**config.mk**
```make
export PLATFORM = sky130hd
export DESIGN_NAME = record_base64_text_encoder_unit_flat
export DESIGN_NICKNAME = d
export VERILOG_FILES = /design/src/sv/rb64_pkg.sv /design/src/sv/rb64_if.sv /design/src/sv/record_base64_text_encoder_unit.sv /design/src/sv/rb64_check.sv /design/src/sv/rb64_shifter.sv /design/src/flat_wrapper.sv
export SDC_FILE = /design/constraint.sdc
export NUM_CORES = 1
export LEC_CHECK = 0
export BUFFER_PORTS_ARGS = -buffer_cell sky130_fd_sc_hd__buf_4
export CORE_MARGIN = 2
export CORE_UTILIZATION = 57
export DETAILED_ROUTE_END_ITERATION = 7
export HOLD_SLACK_MARGIN = 0.06
export PLACE_DENSITY = 0.95
export SYNTH_ARGS = -nofsm -noshare
export SYNTH_HDL_FRONTEND = slang
export SYNTH_SLANG_ARGS = --single-unit
```
**constraint.sdc**
```tcl
create_clock -name clk -period 61.8 [get_ports clk]
set_clock_uncertainty 0.2 [all_clocks]
set_input_delay 3.09 -clock clk [delete_from_list [all_inputs] [get_ports clk]]
set_output_delay 3.09 -clock clk [all_outputs]
set_load 0.02 [all_outputs]
```
**src/sv/rb64_pkg.sv**
```systemverilog
// Package: record layout, constants and character tables of the record base64 encoder.
package rb64_pkg;

  localparam int unsigned TEXT_LEN     = 48;
  localparam int unsigned PREFIX_LEN   = 4;
  localparam int unsigned PACK_BITS    = 256;
  localparam int unsigned DIGIT_BITS   = 6;
  localparam int unsigned POS_W        = 6;
  localparam int unsigned CAP_W        = 16;
  localparam int unsigned APB_AW       = 3;
  localparam int unsigned APB_DW       = 32;

  localparam logic [POS_W-1:0] POS_LAST  = 6'(TEXT_LEN - 1);
  localparam logic [POS_W-1:0] POS_DATA0 = 6'(PREFIX_LEN);

  localparam logic [CAP_W-1:0] CAP_RESET = 16'd64;
  localparam logic [CAP_W-1:0] CAP_MIN   = 16'd49;
  localparam logic [7:0]       BAND_LIM  = 8'd5;
  localparam logic signed [15:0] CELL_MIN = -16'sd1;
  localparam logic signed [15:0] CELL_MAX = 16'sd503;

  localparam logic [7:0] CH_PAD = 8'h3D;
  localparam logic [7:0] CH_NUL = 8'h00;

  // Register index (paddr[2])
  localparam logic CFG_IDX_CAP = 1'b0;

  typedef struct packed {
    logic [31:0]        boot_count;
    logic [31:0]        sequence_number;
    logic [31:0]        epoch_seconds;
    logic [31:0]        carrier_khz;
    logic signed [31:0] latitude_e5;
    logic signed [31:0] longitude_e5;
    logic [15:0]        change_count;
    logic signed [15:0] cell_id;
    logic [7:0]         rise_byte;
    logic [7:0]         band_index;
    logic [7:0]         kind_letter;
    logic [7:0]         flag_bits;
  } rec_t;

  typedef struct packed {
    logic             load;
    logic             step;
    logic [POS_W-1:0] pos;
  } sh_ctrl_t;

  function automatic logic [31:0] le32(input logic [31:0] w);
    return {w[7:0], w[15:8], w[23:16], w[31:24]};
  endfunction

  function automatic logic [15:0] le16(input logic [15:0] w);
    return {w[7:0], w[15:8]};
  endfunction

  // Byte 0 lands in the top byte so the stream leaves MSB first.
  function automatic logic [PACK_BITS-1:0] pack_rec(input rec_t r);
    return {le32(r.boot_count), le32(r.sequence_number), le32(r.epoch_seconds),
            le32(r.carrier_khz), le32(r.latitude_e5), le32(r.longitude_e5),
            le16(r.change_count), le16(r.cell_id), r.rise_byte, r.band_index,
            r.kind_letter, r.flag_bits};
  endfunction

  function automatic logic kind_ok(input logic [7:0] k);
    logic ok;
    ok = 1'b0;
    case (k)
      8'h51, 8'h52, 8'h55, 8'h44, 8'h53, 8'h54,
      8'h4C, 8'h4D, 8'h50, 8'h43, 8'h46: ok = 1'b1;
      default: ok = 1'b0;
    endcase
    return ok;
  endfunction

  function automatic logic [7:0] b64_char(input logic [5:0] v);
    logic [7:0] c;
    if (v < 6'd26)       c = 8'h41 + {2'b00, v};
    else if (v < 6'd52)  c = 8'h61 + {2'b00, v - 6'd26};
    else if (v < 6'd62)  c = 8'h30 + {2'b00, v - 6'd52};
    else if (v == 6'd62) c = 8'h2B;
    else                 c = 8'h2F;
    return c;
  endfunction

  function automatic logic [7:0] prefix_char(input logic [1:0] i);
    logic [7:0] c;
    case (i)
      2'd0:    c = 8'h43;
      2'd1:    c = 8'h57;
      2'd2:    c = 8'h31;
      default: c = 8'h3A;
    endcase
    return c;
  endfunction

endpackage

```
**src/sv/rb64_if.sv**
```systemverilog
// Interfaces: record input channel and character result channel.
interface rb64_in_if;
  logic               valid;
  logic               ready;
  logic [31:0]        boot_count;
  logic [31:0]        sequence_number;
  logic [31:0]        epoch_seconds;
  logic [31:0]        carrier_khz;
  logic signed [31:0] latitude_e5;
  logic signed [31:0] longitude_e5;
  logic [15:0]        change_count;
  logic signed [15:0] cell_id;
  logic [7:0]         rise_byte;
  logic [7:0]         band_index;
  logic [7:0]         kind_letter;
  logic [7:0]         flag_bits;

  modport source (output valid, boot_count, sequence_number, epoch_seconds, carrier_khz,
                  latitude_e5, longitude_e5, change_count, cell_id, rise_byte, band_index,
                  kind_letter, flag_bits, input ready);
  modport sink (input valid, boot_count, sequence_number, epoch_seconds, carrier_khz,
                latitude_e5, longitude_e5, change_count, cell_id, rise_byte, band_index,
                kind_letter, flag_bits, output ready);
endinterface

interface rb64_out_if;
  logic       valid;
  logic       ready;
  logic [7:0] text_char;
  logic       last_char;
  logic       accepted;

  modport source (output valid, text_char, last_char, accepted, input ready);
  modport sink (input valid, text_char, last_char, accepted, output ready);
endinterface

```
**src/sv/record_base64_text_encoder_unit.sv**
```systemverilog
// Top level: record base64 text encoder with APB register port and output register.
//
//  channel   dir  width           handshake
//  in_ch     in   12 fields, 256b valid/ready
//  out_ch    out  8 + 1 + 1       valid/ready
//  apb       in   3b addr, 32b    psel/penable, pready tied high
//
//  A valid record is accepted in ST_IDLE and then yields 48 characters in ST_EMIT,
//  from a shift register, 6 bits per character, feeding the single output register.
//  A rejected record passes through ST_REJ and yields one item.
//  rst_n is synchronous; cap_r resets to 64, shift data is not reset.
//  Stalls on out_ch freeze the character counter; the next record may be taken
//  while the last character still waits in the output register.
module record_base64_text_encoder_unit (
  input  logic                           clk,
  input  logic                           rst_n,
  rb64_in_if.sink                        in_ch,
  rb64_out_if.source                     out_ch,
  input  logic                           psel,
  input  logic                           penable,
  input  logic                           pwrite,
  input  logic [rb64_pkg::APB_AW-1:0]    paddr,
  input  logic [rb64_pkg::APB_DW-1:0]    pwdata,
  output logic [rb64_pkg::APB_DW-1:0]    prdata,
  output logic                           pready
);
  import rb64_pkg::*;

  localparam logic [1:0] ST_IDLE = 2'd0;
  localparam logic [1:0] ST_EMIT = 2'd1;
  localparam logic [1:0] ST_REJ  = 2'd2;

  logic [1:0]       state_r, state_nxt;
  logic [POS_W-1:0] pos_r, pos_nxt;
  logic [CAP_W-1:0] cap_r;
  logic             out_valid_r, out_valid_nxt;
  logic [7:0]       out_char_r, out_char_nxt;
  logic             out_last_r, out_last_nxt;
  logic             out_acc_r, out_acc_nxt;

  rec_t     rec;
  logic     pass;
  logic     in_fire;
  logic     out_free;
  logic     emit_go;
  logic [7:0] sh_char;
  sh_ctrl_t sh_ctrl;

  assign rec = '{boot_count: in_ch.boot_count, sequence_number: in_ch.sequence_number,
                 epoch_seconds: in_ch.epoch_seconds, carrier_khz: in_ch.carrier_khz,
                 latitude_e5: in_ch.latitude_e5, longitude_e5: in_ch.longitude_e5,
                 change_count: in_ch.change_count, cell_id: in_ch.cell_id,
                 rise_byte: in_ch.rise_byte, band_index: in_ch.band_index,
                 kind_letter: in_ch.kind_letter, flag_bits: in_ch.flag_bits};

  rb64_check u_check (
    .rec  (rec),
    .cap  (cap_r),
    .pass (pass)
  );

  assign in_ch.ready = (state_r == ST_IDLE);
  assign in_fire     = in_ch.valid && in_ch.ready;
  assign out_free    = !out_valid_r || out_ch.ready;
  assign emit_go     = (state_r == ST_EMIT) && out_free;

  assign sh_ctrl.load = in_fire;
  assign sh_ctrl.step = emit_go;
  assign sh_ctrl.pos  = pos_r;

  rb64_shifter u_shifter (
    .clk      (clk),
    .ctrl     (sh_ctrl),
    .pack_in  (pack_rec(rec)),
    .char_out (sh_char)
  );

  always_comb begin
    state_nxt     = state_r;
    pos_nxt       = pos_r;
    out_valid_nxt = out_valid_r && !out_ch.ready;
    out_char_nxt  = out_char_r;
    out_last_nxt  = out_last_r;
    out_acc_nxt   = out_acc_r;
    unique case (state_r)
      ST_IDLE: begin
        if (in_fire) begin
          pos_nxt   = '0;
          state_nxt = pass ? ST_EMIT : ST_REJ;
        end
      end
      ST_EMIT: begin
        if (out_free) begin
          out_valid_nxt = 1'b1;
          out_char_nxt  = sh_char;
          out_last_nxt  = (pos_r == POS_LAST);
          out_acc_nxt   = 1'b1;
          pos_nxt       = pos_r + 6'd1;
          if (pos_r == POS_LAST) begin
            state_nxt = ST_IDLE;
          end
        end
      end
      ST_REJ: begin
        if (out_free) begin
          out_valid_nxt = 1'b1;
          out_char_nxt  = CH_NUL;
          out_last_nxt  = 1'b1;
          out_acc_nxt   = 1'b0;
          state_nxt     = ST_IDLE;
        end
      end
      default: state_nxt = ST_IDLE;
    endcase
  end

  always_ff @(posedge clk) begin
    if (!rst_n) begin
      state_r     <= ST_IDLE;
      pos_r       <= '0;
      out_valid_r <= 1'b0;
    end else begin
      state_r     <= state_nxt;
      pos_r       <= pos_nxt;
      out_valid_r <= out_valid_nxt;
    end
  end

  always_ff @(posedge clk) begin
    out_char_r <= out_char_nxt;
    out_last_r <= out_last_nxt;
    out_acc_r  <= out_acc_nxt;
  end

  assign out_ch.valid     = out_valid_r;
  assign out_ch.text_char = out_char_r;
  assign out_ch.last_char = out_last_r;
  assign out_ch.accepted  = out_acc_r;

  // APB register port
  always_ff @(posedge clk) begin
    if (!rst_n) begin
      cap_r <= CAP_RESET;
    end else if (psel && penable && pwrite && pready && paddr[2] == CFG_IDX_CAP) begin
      cap_r <= pwdata[CAP_W-1:0];
    end
  end

  assign pready = 1'b1;

  always_comb begin
    unique case (paddr[2])
      CFG_IDX_CAP: prdata = {{(APB_DW-CAP_W){1'b0}}, cap_r};
      default:     prdata = '0;
    endcase
  end

  a_busy_no_ready: assert property (@(posedge clk) disable iff (!rst_n)
    state_r != ST_IDLE |-> !in_ch.ready)
    else $error("input ready while busy");

  a_reject_last: assert property (@(posedge clk) disable iff (!rst_n)
    out_valid_r && !out_acc_r |-> out_last_r)
    else $error("rejected item not marked last");

  a_pos_range: assert property (@(posedge clk) disable iff (!rst_n)
    state_r == ST_EMIT |-> pos_r <= POS_LAST)
    else $error("character position out of range");

  a_last_ends: assert property (@(posedge clk) disable iff (!rst_n)
    emit_go && pos_r == POS_LAST |=> state_r == ST_IDLE && out_last_r && out_valid_r)
    else $error("final character did not end the record");

endmodule

```
**src/sv/rb64_check.sv**
```systemverilog
// Record validation: band, cell id, kind letter and receiver capacity.
module rb64_check (
  input  rb64_pkg::rec_t            rec,
  input  logic [rb64_pkg::CAP_W-1:0] cap,
  output logic                      pass
);
  import rb64_pkg::*;

  logic band_ok;
  logic cell_ok;
  logic cap_ok;

  assign band_ok = rec.band_index < BAND_LIM;
  assign cell_ok = (rec.cell_id >= CELL_MIN) && (rec.cell_id <= CELL_MAX);
  assign cap_ok  = cap >= CAP_MIN;
  assign pass    = band_ok && cell_ok && cap_ok && kind_ok(rec.kind_letter);

endmodule

```
**src/sv/rb64_shifter.sv**
```systemverilog
// Sextet shift register: holds the packed record and yields one text character per step.
module rb64_shifter (
  input  logic                          clk,
  input  rb64_pkg::sh_ctrl_t            ctrl,
  input  logic [rb64_pkg::PACK_BITS-1:0] pack_in,
  output logic [7:0]                    char_out
);
  import rb64_pkg::*;

  logic [PACK_BITS-1:0] sr_r;
  logic [PACK_BITS-1:0] sr_nxt;

  always_comb begin
    sr_nxt = sr_r;
    if (ctrl.load) begin
      sr_nxt = pack_in;
    end else if (ctrl.step && ctrl.pos >= POS_DATA0) begin
      sr_nxt = {sr_r[PACK_BITS-DIGIT_BITS-1:0], {DIGIT_BITS{1'b0}}};
    end
  end

  always_ff @(posedge clk) begin
    sr_r <= sr_nxt;
  end

  always_comb begin
    if (ctrl.pos < POS_DATA0) begin
      char_out = prefix_char(ctrl.pos[1:0]);
    end else if (ctrl.pos == POS_LAST) begin
      char_out = CH_PAD;
    end else begin
      char_out = b64_char(sr_r[PACK_BITS-1 -: DIGIT_BITS]);
    end
  end

endmodule

```
**src/flat_wrapper.sv**
```systemverilog
// flat-port wrapper written by rule: the top's interface ports become plain ports
module record_base64_text_encoder_unit_flat import rb64_pkg::*;
  (clk, rst_n, psel, penable, pwrite, paddr, pwdata, prdata, pready, in_ch_valid, in_ch_boot_count, in_ch_sequence_number, in_ch_epoch_seconds, in_ch_carrier_khz, in_ch_latitude_e5, in_ch_longitude_e5, in_ch_change_count, in_ch_cell_id, in_ch_rise_byte, in_ch_band_index, in_ch_kind_letter, in_ch_flag_bits, in_ch_ready, out_ch_valid, out_ch_text_char, out_ch_last_char, out_ch_accepted, out_ch_ready);
  rb64_in_if in_ch_i ();
  rb64_out_if out_ch_i ();
  input  logic clk;
  input  logic rst_n;
  input  logic psel;
  input  logic penable;
  input  logic pwrite;
  input  logic [rb64_pkg::APB_AW-1:0] paddr;
  input  logic [rb64_pkg::APB_DW-1:0] pwdata;
  output logic [rb64_pkg::APB_DW-1:0] prdata;
  output logic pready;
  input wire logic [$bits(in_ch_i.valid)-1:0] in_ch_valid;
  input wire logic [$bits(in_ch_i.boot_count)-1:0] in_ch_boot_count;
  input wire logic [$bits(in_ch_i.sequence_number)-1:0] in_ch_sequence_number;
  input wire logic [$bits(in_ch_i.epoch_seconds)-1:0] in_ch_epoch_seconds;
  input wire logic [$bits(in_ch_i.carrier_khz)-1:0] in_ch_carrier_khz;
  input wire logic [$bits(in_ch_i.latitude_e5)-1:0] in_ch_latitude_e5;
  input wire logic [$bits(in_ch_i.longitude_e5)-1:0] in_ch_longitude_e5;
  input wire logic [$bits(in_ch_i.change_count)-1:0] in_ch_change_count;
  input wire logic [$bits(in_ch_i.cell_id)-1:0] in_ch_cell_id;
  input wire logic [$bits(in_ch_i.rise_byte)-1:0] in_ch_rise_byte;
  input wire logic [$bits(in_ch_i.band_index)-1:0] in_ch_band_index;
  input wire logic [$bits(in_ch_i.kind_letter)-1:0] in_ch_kind_letter;
  input wire logic [$bits(in_ch_i.flag_bits)-1:0] in_ch_flag_bits;
  output wire logic [$bits(in_ch_i.ready)-1:0] in_ch_ready;
  output wire logic [$bits(out_ch_i.valid)-1:0] out_ch_valid;
  output wire logic [$bits(out_ch_i.text_char)-1:0] out_ch_text_char;
  output wire logic [$bits(out_ch_i.last_char)-1:0] out_ch_last_char;
  output wire logic [$bits(out_ch_i.accepted)-1:0] out_ch_accepted;
  input wire logic [$bits(out_ch_i.ready)-1:0] out_ch_ready;
  assign in_ch_i.valid = in_ch_valid;
  assign in_ch_i.boot_count = in_ch_boot_count;
  assign in_ch_i.sequence_number = in_ch_sequence_number;
  assign in_ch_i.epoch_seconds = in_ch_epoch_seconds;
  assign in_ch_i.carrier_khz = in_ch_carrier_khz;
  assign in_ch_i.latitude_e5 = in_ch_latitude_e5;
  assign in_ch_i.longitude_e5 = in_ch_longitude_e5;
  assign in_ch_i.change_count = in_ch_change_count;
  assign in_ch_i.cell_id = in_ch_cell_id;
  assign in_ch_i.rise_byte = in_ch_rise_byte;
  assign in_ch_i.band_index = in_ch_band_index;
  assign in_ch_i.kind_letter = in_ch_kind_letter;
  assign in_ch_i.flag_bits = in_ch_flag_bits;
  assign in_ch_ready = in_ch_i.ready;
  assign out_ch_valid = out_ch_i.valid;
  assign out_ch_text_char = out_ch_i.text_char;
  assign out_ch_last_char = out_ch_i.last_char;
  assign out_ch_accepted = out_ch_i.accepted;
  assign out_ch_i.ready = out_ch_ready;
  record_base64_text_encoder_unit u_core (.clk(clk), .rst_n(rst_n), .in_ch(in_ch_i), .out_ch(out_ch_i), .psel(psel), .penable(penable), .pwrite(pwrite), .paddr(paddr), .pwdata(pwdata), .prdata(prdata), .pready(pready));
endmodule
```
After elaboration in Yosys (flattened, before gate mapping)
Index checks and enable logic that the tools add are counted.

Register bits: 291. Bits of input ports: 298. Logic and storage cells: 99.

Add/sub/neg operators: 6. Magnitude comparators: 9. Eq/ne operators: 21. Muxes and demuxes: 30. Bitwise operators: 1. Reduce and logical (&&, ||, !) cells: 24.

Operators with widths (count): $mux W256 (2); $eq A8 B7 Y1 const B (11); $mux W8 (6); $pmux W7 S3 (1); $add A7 B6 Y8 const A (2); $ge A16 B1 Y1 const B (1); $ge A16 B6 Y1 const B (1); $le A16 B10 Y1 const B (1); $mux W16 (1); $pmux W8 S2 (1); $eq A6 B6 Y1 const B (2); $lt A6 B6 Y1 const B (2); $mux W6 (2); $pmux W6 S2 (1); $logic_and A1 B1 Y1 (11); $reduce_or A11 Y1 (1); $mux W2 (5); $lt A8 B3 Y1 const B (1); $add A6 B6 Y7 const A (1); $mux W7 (1); $add A6 B1 Y6 const B (1); $ge A6 B3 Y1 const B (1); $lt A6 B3 Y1 const B (1); $lt A6 B5 Y1 const B (1); 18 further kinds (33).

Longest topological paths before layout
Gate-level depths: netlist of the first run.

Word-level depth: 9. Mapped depth: 9. Mapped depth without buffers: 7.

Modules after synthesis
From an unflattened synthesis of the first run, not the netlist that was laid out.

Cells, all modules: 844. Area total of the unflattened synthesis: 13195.2 µm².

Modules (own cells, without submodules): rb64_shifter (instances 1, cells an instance 628, area an instance 11304.6 µm², seq. area each 7687.4 µm²); record_base64_text_encoder_unit (instances 1, cells an instance 188, area an instance 1716.6 µm², seq. area each 800.8 µm²); rb64_check (instances 1, cells an instance 28, area an instance 173.9 µm², seq. area each 0.0 µm²).

Worst setup path after synthesis of the first run
No wires, ideal clock.

Path type: input port to flip-flop. From: input port out_ch_ready. To: register u_core.u_shifter.sr_r[0] (enable). Arrival time: 21.131 ns. Required time: 60.373 ns. Slack: 39.242 ns. Stages: 3. Buffers on the path: 0. Cell sequence: nor2b_1 nand2b_1 o21ai_0.

Longest elaborated chain between the ends: 4.

Ends and longest elaborated chain: from (decl) (line flat_wrapper.sv:33) `input wire logic [$bits(out_ch_i.ready)-1:0] out_ch_ready;`; $logic_or A1 B1 Y1 (line record_base64_text_encoder_unit.sv:64) `assign out_free = !out_valid_r || out_ch.ready;`; $logic_and A1 B1 Y1 (line record_base64_text_encoder_unit.sv:65) `assign emit_go = (state_r == ST_EMIT) && out_free;`; $logic_and A1 B1 Y1 (line rb64_shifter.sv:17) `end else if (ctrl.step && ctrl.pos >= POS_DATA0) begin`; $reduce_bool A2 Y1 (no line); to (signal assigned) (line rb64_shifter.sv:23) `sr_r <= sr_nxt;`; to (decl) (line rb64_shifter.sv:10) `logic [PACK_BITS-1:0] sr_r;`.

No other way between the ends. A chain may end at the register's enable or synchronous reset.

Worst setup path in the final report of the first run
From: input port paddr[2] in the netlist's numbering. To: output port prdata[14] in the netlist's numbering.

Longest elaborated chain between the ends: 1.

Ends and longest elaborated chain: from (decl) (line flat_wrapper.sv:11) `input logic [rb64_pkg::APB_AW-1:0] paddr;`; $mux W16 (line record_base64_text_encoder_unit.sv:152) `unique case (paddr[2])`; to (decl) (line flat_wrapper.sv:13) `output logic [rb64_pkg::APB_DW-1:0] prdata;`.

No other way between the ends.

==> results of run 1 <==
==> flip-flops by register name, summed over array words and instances, names as in the netlist <==
signal                   cells
u_core.u_shifter.sr_r      256
u_core.cap_r                16
u_core.out_ch.text_char      8
u_core.pos_r                 6
u_core.state_r               2
u_core.out_ch.accepted       1
u_core.out_ch.last_char      1
u_core.out_ch.valid          1
==> layout make-up <==
cell class	count	share of cell area [%]
diodes	2	0.0300
clock buffers	37	5.10
clock inverters	16	0.832
inverters	10	0.225
multi-input cells	506	26.7
flip-flops and latches	291	50.9
well taps	285	2.14
repair buffers	313	14.1
==> layer usage <==
layer	global-route usage [%]	up-vias
met5	0	-
met4	8.78	2
met3	7.09	84
met2	38.7	341
met1	27.6	3965
li1	-	3809
==> power breakdown <==
group | internal, mW | switching [mW] | leakage [nW]
Combinational | 0.0330 | 0.0260 | 3.20
Sequential | 0.237 | 0.00556 | 2.76
Clock | 0.106 | 0.0739 | 0.492
==> worst paths after layout <==
check	startpoint	to	slack (ns)	cells after the start
max	paddr[2]	prdata[14]	54.91	3
min	u_core.cap_r[7]	u_core.cap_r[7]	0.28	2
min reg2reg	u_core.cap_r[7]	u_core.cap_r[7]	0.28	2
max reg2reg	u_core.state_r[0]	u_core.u_shifter.sr_r[6]	56.69	7
==> through the flow <==
step,power [mW],instance area [sq um],setup WS (ns)
after floorplan,0.291,13300,39.24
after global placement,0.302,15700,54.57
after detailed placement,0.305,15700,54.50
after CTS,0.485,16700,54.91
after global routing,0.497,16700,54.78
final,0.481,16700,54.91
==> cell usage after synthesis, drive strengths merged, types with 3 or more instances <==
master  instances
edfxtp        266
mux2          250
nand2          50
buf            48
dfxtp          25
ha             19
nor2b          18
o21ai          17
a21boi         16
nor2           13
inv            10
xor2           10
a21oi           9
and3            9
clkbuf          8
nand3           8
nand4           8
a31oi           6
nor4            6
a21o            5
nor3            4
xnor2           4
and2            3
o31ai           3
==> cells by family after synthesis <==
logic type	synth area share, %
simple gates	5.34
xor+xnor	0.984
mux	21.4
buf+inv	2.70
compound gates	3.59
fa+ha+maj	1.80
other cells	0.0568
flops	64.2
==> worst max-delay path, delay by kind of cell <==
family | cells | cell delay [ns]
buffers and inverters | 2 | 0.35
and+or+nand+nor | 1 | 0.17
==> key figures, run 1 <==
Outcome
  – Status: finished, final reports clean

STA
  – Fin. Hold Viols: 0
  – Max_slew headroom: between 20% and 30%
  – Tmin final: a little under 7 ns
  – Worst hold slack: around 0.28 ns
  – Final max-slew violation count: 0
  – Fin Setup TNS: 0 ns
  – Final worst-path cycle share: roughly 11%
  – RSZ-0062 raised after global routing: false
  – Worst-Margin Slew: 1.15 ns
  – FMAX: approximately 150 MHz
  – Setup violators final: 0

Critical path
  – Worst Path Required: slightly below 60 ns
  – Slowest stage delay, CP: between 0.15 and 0.2 ns
  – Worst-path cell chain: buf_4, nor2b_1, buf_4
  – Critical path type: input pin to output pin
  – Crit path top cell by count: buf_4
  – Critical Path Sink Type: output pin
  – Worst-path cell with the longest stage delay: buf_4
  – Data arrival time of the worst path: between 3 and 4 ns
  – Worst-path maximum fanout: 18
  – Type of origin of the critical path: input pin

Synth
  – Post-synth EDFFs: about 270
  – Top_reg_cell synth: edfxtp_1
  – Share of flip-flops with an asynchronous set or reset: 0%
  – Yosys reg bits: about 290
  – Dominant cell type by area after synthesis: edfxtp_1
  – Avg Cell Area, Syn: 15.6 sq um
  – Yosys warns: 0
  – Synth area leaders: edfxtp_1, mux2_2, dfxtp_1
  – Post-Synthesis Cells: 848
  – Top-area cell type share of the netlist area: roughly three fifths
  – Distinct cells, synth: 58
  – Synthesized area: 13200 sq um
  – Post-synthesis sequential area ratio: around 64%

Die
  – Die area: between 20000 and 25000 sq um
  – Rows: 55
  – Initial Util: about three fifths
  – Core area: roughly 23000 sq um
  – Die Ht: between 150 and 200 um
  – DIE WIDTH: ~160 um
  – # IOs: about 340

Final layout
  – Multi-input gate area: between 4000 and 5000 sq um
  – Layout area overhead: 26.1%
  – Nets: 1469
  – Layout cells sized above 1: about 53%
  – Filler Cells Inserted: roughly 1500
  – Share of the core filled with cells: 73.5%
  – Register area: between 8000 and 9000 sq um
  – Commonest non-fill, non-tap cell in the layout: buf_4
  – Most frequent cells in the layout: buf_4, edfxtp_1, mux2_2
  – Fin cells: between 1000 and 1500

Place
  – RD Place Congestion: 0.953
  – Port buffer count: about 310
  – Post-Place Cells: 1405
  – Hpwl dp: slightly above 20000 um

Detailed routing
  – Met3 wire length: approximately 2500 um
  – Antenna Nets Post-Route: 0
  – Drt initial violations: roughly 460
  – Routed WL: between 20000 and 30000 um
  – M1 WL: around 11000 um
  – DR top layer: met5
  – Vias per Instance: 5.62
  – Vias: between 8000 and 9000
  – Average wire per standard cell: about 20 um
  – Drt pass-1 iters: 6
  – Routed wl met2: 14300 um
  – DRC violations left: 0

Clock tree
  – CTS buffer count: 30
  – Setup Fix Bufs, Post-CTS: 0
  – Cts repair resizes: 0
  – Max Root-Sink Buffers: 3
  – CTS sink count: around 290
  – Root buf cell: clkbuf_16
  – Hold-fix buffers, CTS: 0
  – H-Tree Level Count: 1
  – CTS tree: yes
  – Worst-path clk slew: 0.06 ns
  – Clock Latency Late Sink: between 0.5 and 0.6 ns

GRT
  – Antenna violations before repair: 3
  – Gr usage total: a little under a quarter
  – Largest net degree at the start of global routing: 94
  – Vias in the first global route: 8390
  – Grt ovf: 0
  – First-pass GRT wire length: around 44000 um

Pwr
  – PD cells: roughly 29 nW/um^2
  – Max VDD drop: about 0.000028 V
  – LEAKAGE: approximately 6.4 nW

Job
  – Max Cap Viol: 0

Hold path
  – Hold Crit Class: register to register
Power figures use the tool's default switching activity.
==> run 2, diff against run 1 <==
--- a/config.mk
+++ b/config.mk
@@ -5,12 +5,13 @@
 export SDC_FILE = /design/constraint.sdc
 export NUM_CORES = 1
 export LEC_CHECK = 0
+export ABC_AREA = 1
 export BUFFER_PORTS_ARGS = -buffer_cell sky130_fd_sc_hd__buf_4
 export CORE_MARGIN = 2
-export CORE_UTILIZATION = 57
+export CORE_UTILIZATION = 48
 export DETAILED_ROUTE_END_ITERATION = 7
 export HOLD_SLACK_MARGIN = 0.06
-export PLACE_DENSITY = 0.95
+export PLACE_DENSITY = 0.87
 export SYNTH_ARGS = -nofsm -noshare
 export SYNTH_HDL_FRONTEND = slang
 export SYNTH_SLANG_ARGS = --single-unit
==> constraint.sdc (replaced) <==
create_clock -name clk -period 5.75 [get_ports clk]
set_clock_uncertainty 0.2 [all_clocks]
set_input_delay 0.2875 -clock clk [delete_from_list [all_inputs] [get_ports clk]]
set_output_delay 0.2875 -clock clk [all_outputs]
set_load 0.02 [all_outputs]
==> run 2 against run 1 <==
Effect of this change: non-clock buffer count grew 291; clock-buffer cell count rose by 3; via count increased by 22%; core utilization is 1.7 points lower; sequential share of layout area fell by 8.1 points; highest routed layer unchanged.
==> key figures, run 2 <==
Critical path
  – Critical path origin: u_core.state_r[0]
  – Worst-path cell with the longest stage delay: buf_12
  – Data arrival time of the worst path: 3.65 ns (+0.05 ns)
  – Critical path type: register to register
  – Worst-path maximum fanout: 171 (+153)
  – Slowest stage delay, CP: 0.63 ns (+0.45 ns)
  – Critical Path Sink Type: register
  – Type of origin of the critical path: register
  – Worst Path Required: 5.98 ns (-52.53 ns)
  – RR Startpoint: u_core.state_r[0]
  – Worst-path cell chain: inv_1, ha_1, nand2_8, buf_12, nor2_1, nand3_1, a21oi_1, dlygate4sd3_1

GRT
  – Grt ovf: 0 (unchanged)
  – First-pass GRT wire length: 55700 um (+28%)
  – Antenna violations before repair: 7 (+4)
  – Vias in the first global route: 10600 (+27%)
  – Gr usage total: 24.8% (+1.9 points)
  – Largest net degree at the start of global routing: 183 (+95%)

Die
  – # IOs: 343 (unchanged)
  – Die Ht: 171 um (+9.5%)
  – Initial Util: 48.5% (-9.7 points)
  – DIE WIDTH: 171 um (+9.5%)
  – Core area: 27600 sq um (+22%)
  – Die area: 29300 sq um (+20%)
  – Rows: 61 (+11%)

Hold path
  – Hold Crit Class: register to register
  – Worst Hold Launch: u_core.cap_r[3]

Final layout
  – Layout cells sized above 1: 39.6% (-13 points)
  – Layout area overhead: 48.0%
  – Most flop-heavy register: u_core.u_shifter.sr_r
  – Nets: 1862 (+27%)
  – Share of the core filled with cells: 71.8% (-1.7 points)
  – Max reg flops: 256 (unchanged)
  – Fin cells: 1955 (+34%)
  – Most frequent cells in the layout: buf_4, dlygate4sd3_1, edfxtp_1
  – Filler Cells Inserted: 1631 (+12%)
  – Commonest non-fill, non-tap cell in the layout: buf_4

Detailed routing
  – Vias per Instance: 5.14 (-8.5%)
  – Vias: 10000 (+22%)
  – Antenna Nets Post-Route: 0 (unchanged)
  – Average wire per standard cell: 19.4 um (-3.6%)
  – Drt pass-1 iters: 6 (unchanged)
  – Routed WL: 37900 um (+29%)
  – Drt initial violations: 796 (+73%)
  – DRC violations left: 0 (unchanged)

Pwr
  – PD cells: 275 nW/um^2 (+850%)
  – Max VDD drop: 0.000225 V (+700%)
  – LEAKAGE: 7.97 nW (+24%)

Synth
  – Post-Synthesis Cells: 947 (+12%)
  – Avg Cell Area, Syn: 14.2 sq um (-9.3%)
  – Yosys warns: 0 (unchanged)
  – Synthesized area: 13400 sq um (+1.3%)
  – Yosys reg bits: 291 (unchanged)
  – Count leader, synth: edfxtp_1
  – Share of flip-flops with an asynchronous set or reset: 0% (unchanged)
  – Top_reg_cell synth: edfxtp_1
  – Dominant cell type by area after synthesis: edfxtp_1
  – Top-area cell type share of the netlist area: 59.6% (-0.80 points)
  – Post-synthesis sequential area ratio: 63.3% (-0.85 points)
  – Synth top cells by count: edfxtp_1, mux2_2, nand2_1
  – Synth area leaders: edfxtp_1, mux2_2, dfxtp_1
  – Post-synth EDFFs: 266 (unchanged)
  – Distinct cells, synth: 35 (-40%)

STA
  – Setup violators final: 0 (unchanged)
  – Final max-slew violation count: 0 (unchanged)
  – Fin Setup TNS: 0 ns (unchanged)
  – Final worst-path cycle share: 59.4%
  – Worst-Margin Slew: 1.15 ns (+0.000693 ns)
  – RSZ-0062 raised after global routing: false
  – FMAX: about 290 MHz
  – Fin. Hold Viols: 0 (unchanged)
  – Max_slew headroom: 23.2% (-0.046 points)
  – Tmin final: about 3.4 ns

Place
  – Port buffer count: 307 (unchanged)
  – RD Place Congestion: 0.833 (-13%)
  – Hpwl dp: 19500 um (-5.1%)
  – Post-Place Cells: 1596 (+14%)

Clock tree
  – CTS buffer count: 31 (+3.3%)
  – CTS tree: yes
  – H-Tree Level Count: 1 (unchanged)
  – Worst-path clk slew: 0.06 ns (about the same)
  – Max Root-Sink Buffers: 3 (unchanged)
  – Hold-fix buffers, CTS: 294 (+294)
  – Clock Latency Late Sink: 0.56 ns (about the same)
  – Setup Fix Bufs, Post-CTS: 0 (unchanged)
  – Root buf cell: clkbuf_16
  – CTS sink count: 291 (unchanged)
  – Cts repair resizes: 0 (unchanged)

Outcome
  – Status: finished, final reports clean

Job
  – Max Cap Viol: 0 (unchanged)
-- run 2: cell count changes after synthesis, moves of 18 or more --
cell,previous run,this run
inv_1,10,74
nor2_1,13,54
nand2_1,50,90
buf_2,30,4
o21ai_0,16,41
a21oi_1,7,30
buf_6,1,24
nor2b_1,18,0
-- run 2: cell type report --
type                    instances  area [sq um]  share of cell area (%)
flip-flops and latches        291          8490                    42.8
diodes                          7          17.5                  0.0883
repair buffers                604          5300                    26.7
multi-input cells             540          4250                    21.4
clock buffers                  40           840                    4.23
clock inverters                18           179                   0.902
inverters                      77           289                    1.46
well taps                     378           473                    2.38
-- run 2: final timing paths --
kind                                          end  slack, ns  cells past startpoint
worst max-delay path            u_core.state_r[0]       2.33                      8
worst min-delay path              u_core.cap_r[3]       0.29                      2
worst max register to register  u_core.state_r[0]       2.33                      8
worst min register to register    u_core.cap_r[3]       0.29                      2
-- run 2: cell families after synthesis --
group	Yosys count	share of synthesized area, %
and+or+nand+nor	178	5.67
AOI/OAI and AO/OA	83	3.30
adders and majority gates	19	1.77
xor gates and xnor gates	8	0.523
other	2	0.0560
buffers and inverters	131	5.61
muxes	235	19.7
DFF	291	63.3
-- run 2: stage by stage --
| step | area, sq um | worst slack (ns) | power [mW] | hold WS (ns) |
|---|---|---|---|---|
| finish | 19800 | 2.33 | 5.45 | 0.294 |
| global route | 19800 | 2.16 | 5.62 | 0.326 |
| CTS | 19800 | 2.43 | 5.41 | 0.270 |
| detailed placement | 15900 | 2.61 | 3.25 | 0.263 |
| global placement | 15900 | 2.70 | 3.22 | 0.259 |
| floorplan | 13500 | -1.94 | 3.05 | 0.218 |
-- run 2: where the power goes --
part,switching [mW],total [mW],internal [mW]
registers,0.0660,2.60,2.54
clock network,0.856,2.02,1.17
logic,0.350,0.821,0.471
-- run 2: critical path: cells and delay by family (launching register included) --
kind,cells,cell delay [ns]
fa+ha+maj,1,0.31
compound gates,1,0.07
flops,1,0.36
simple gates,3,0.86
buf+inv,3,1.26
-- run 2: per-layer routing --
metal	GRT usage [%]	up-vias	share of wire (%)
li1	-	4587	-
met4	10.5	2	4.3
met1	26.5	4790	36
met2	47.9	530	54
met5	0	-	0.029
met3	4.23	137	6.1
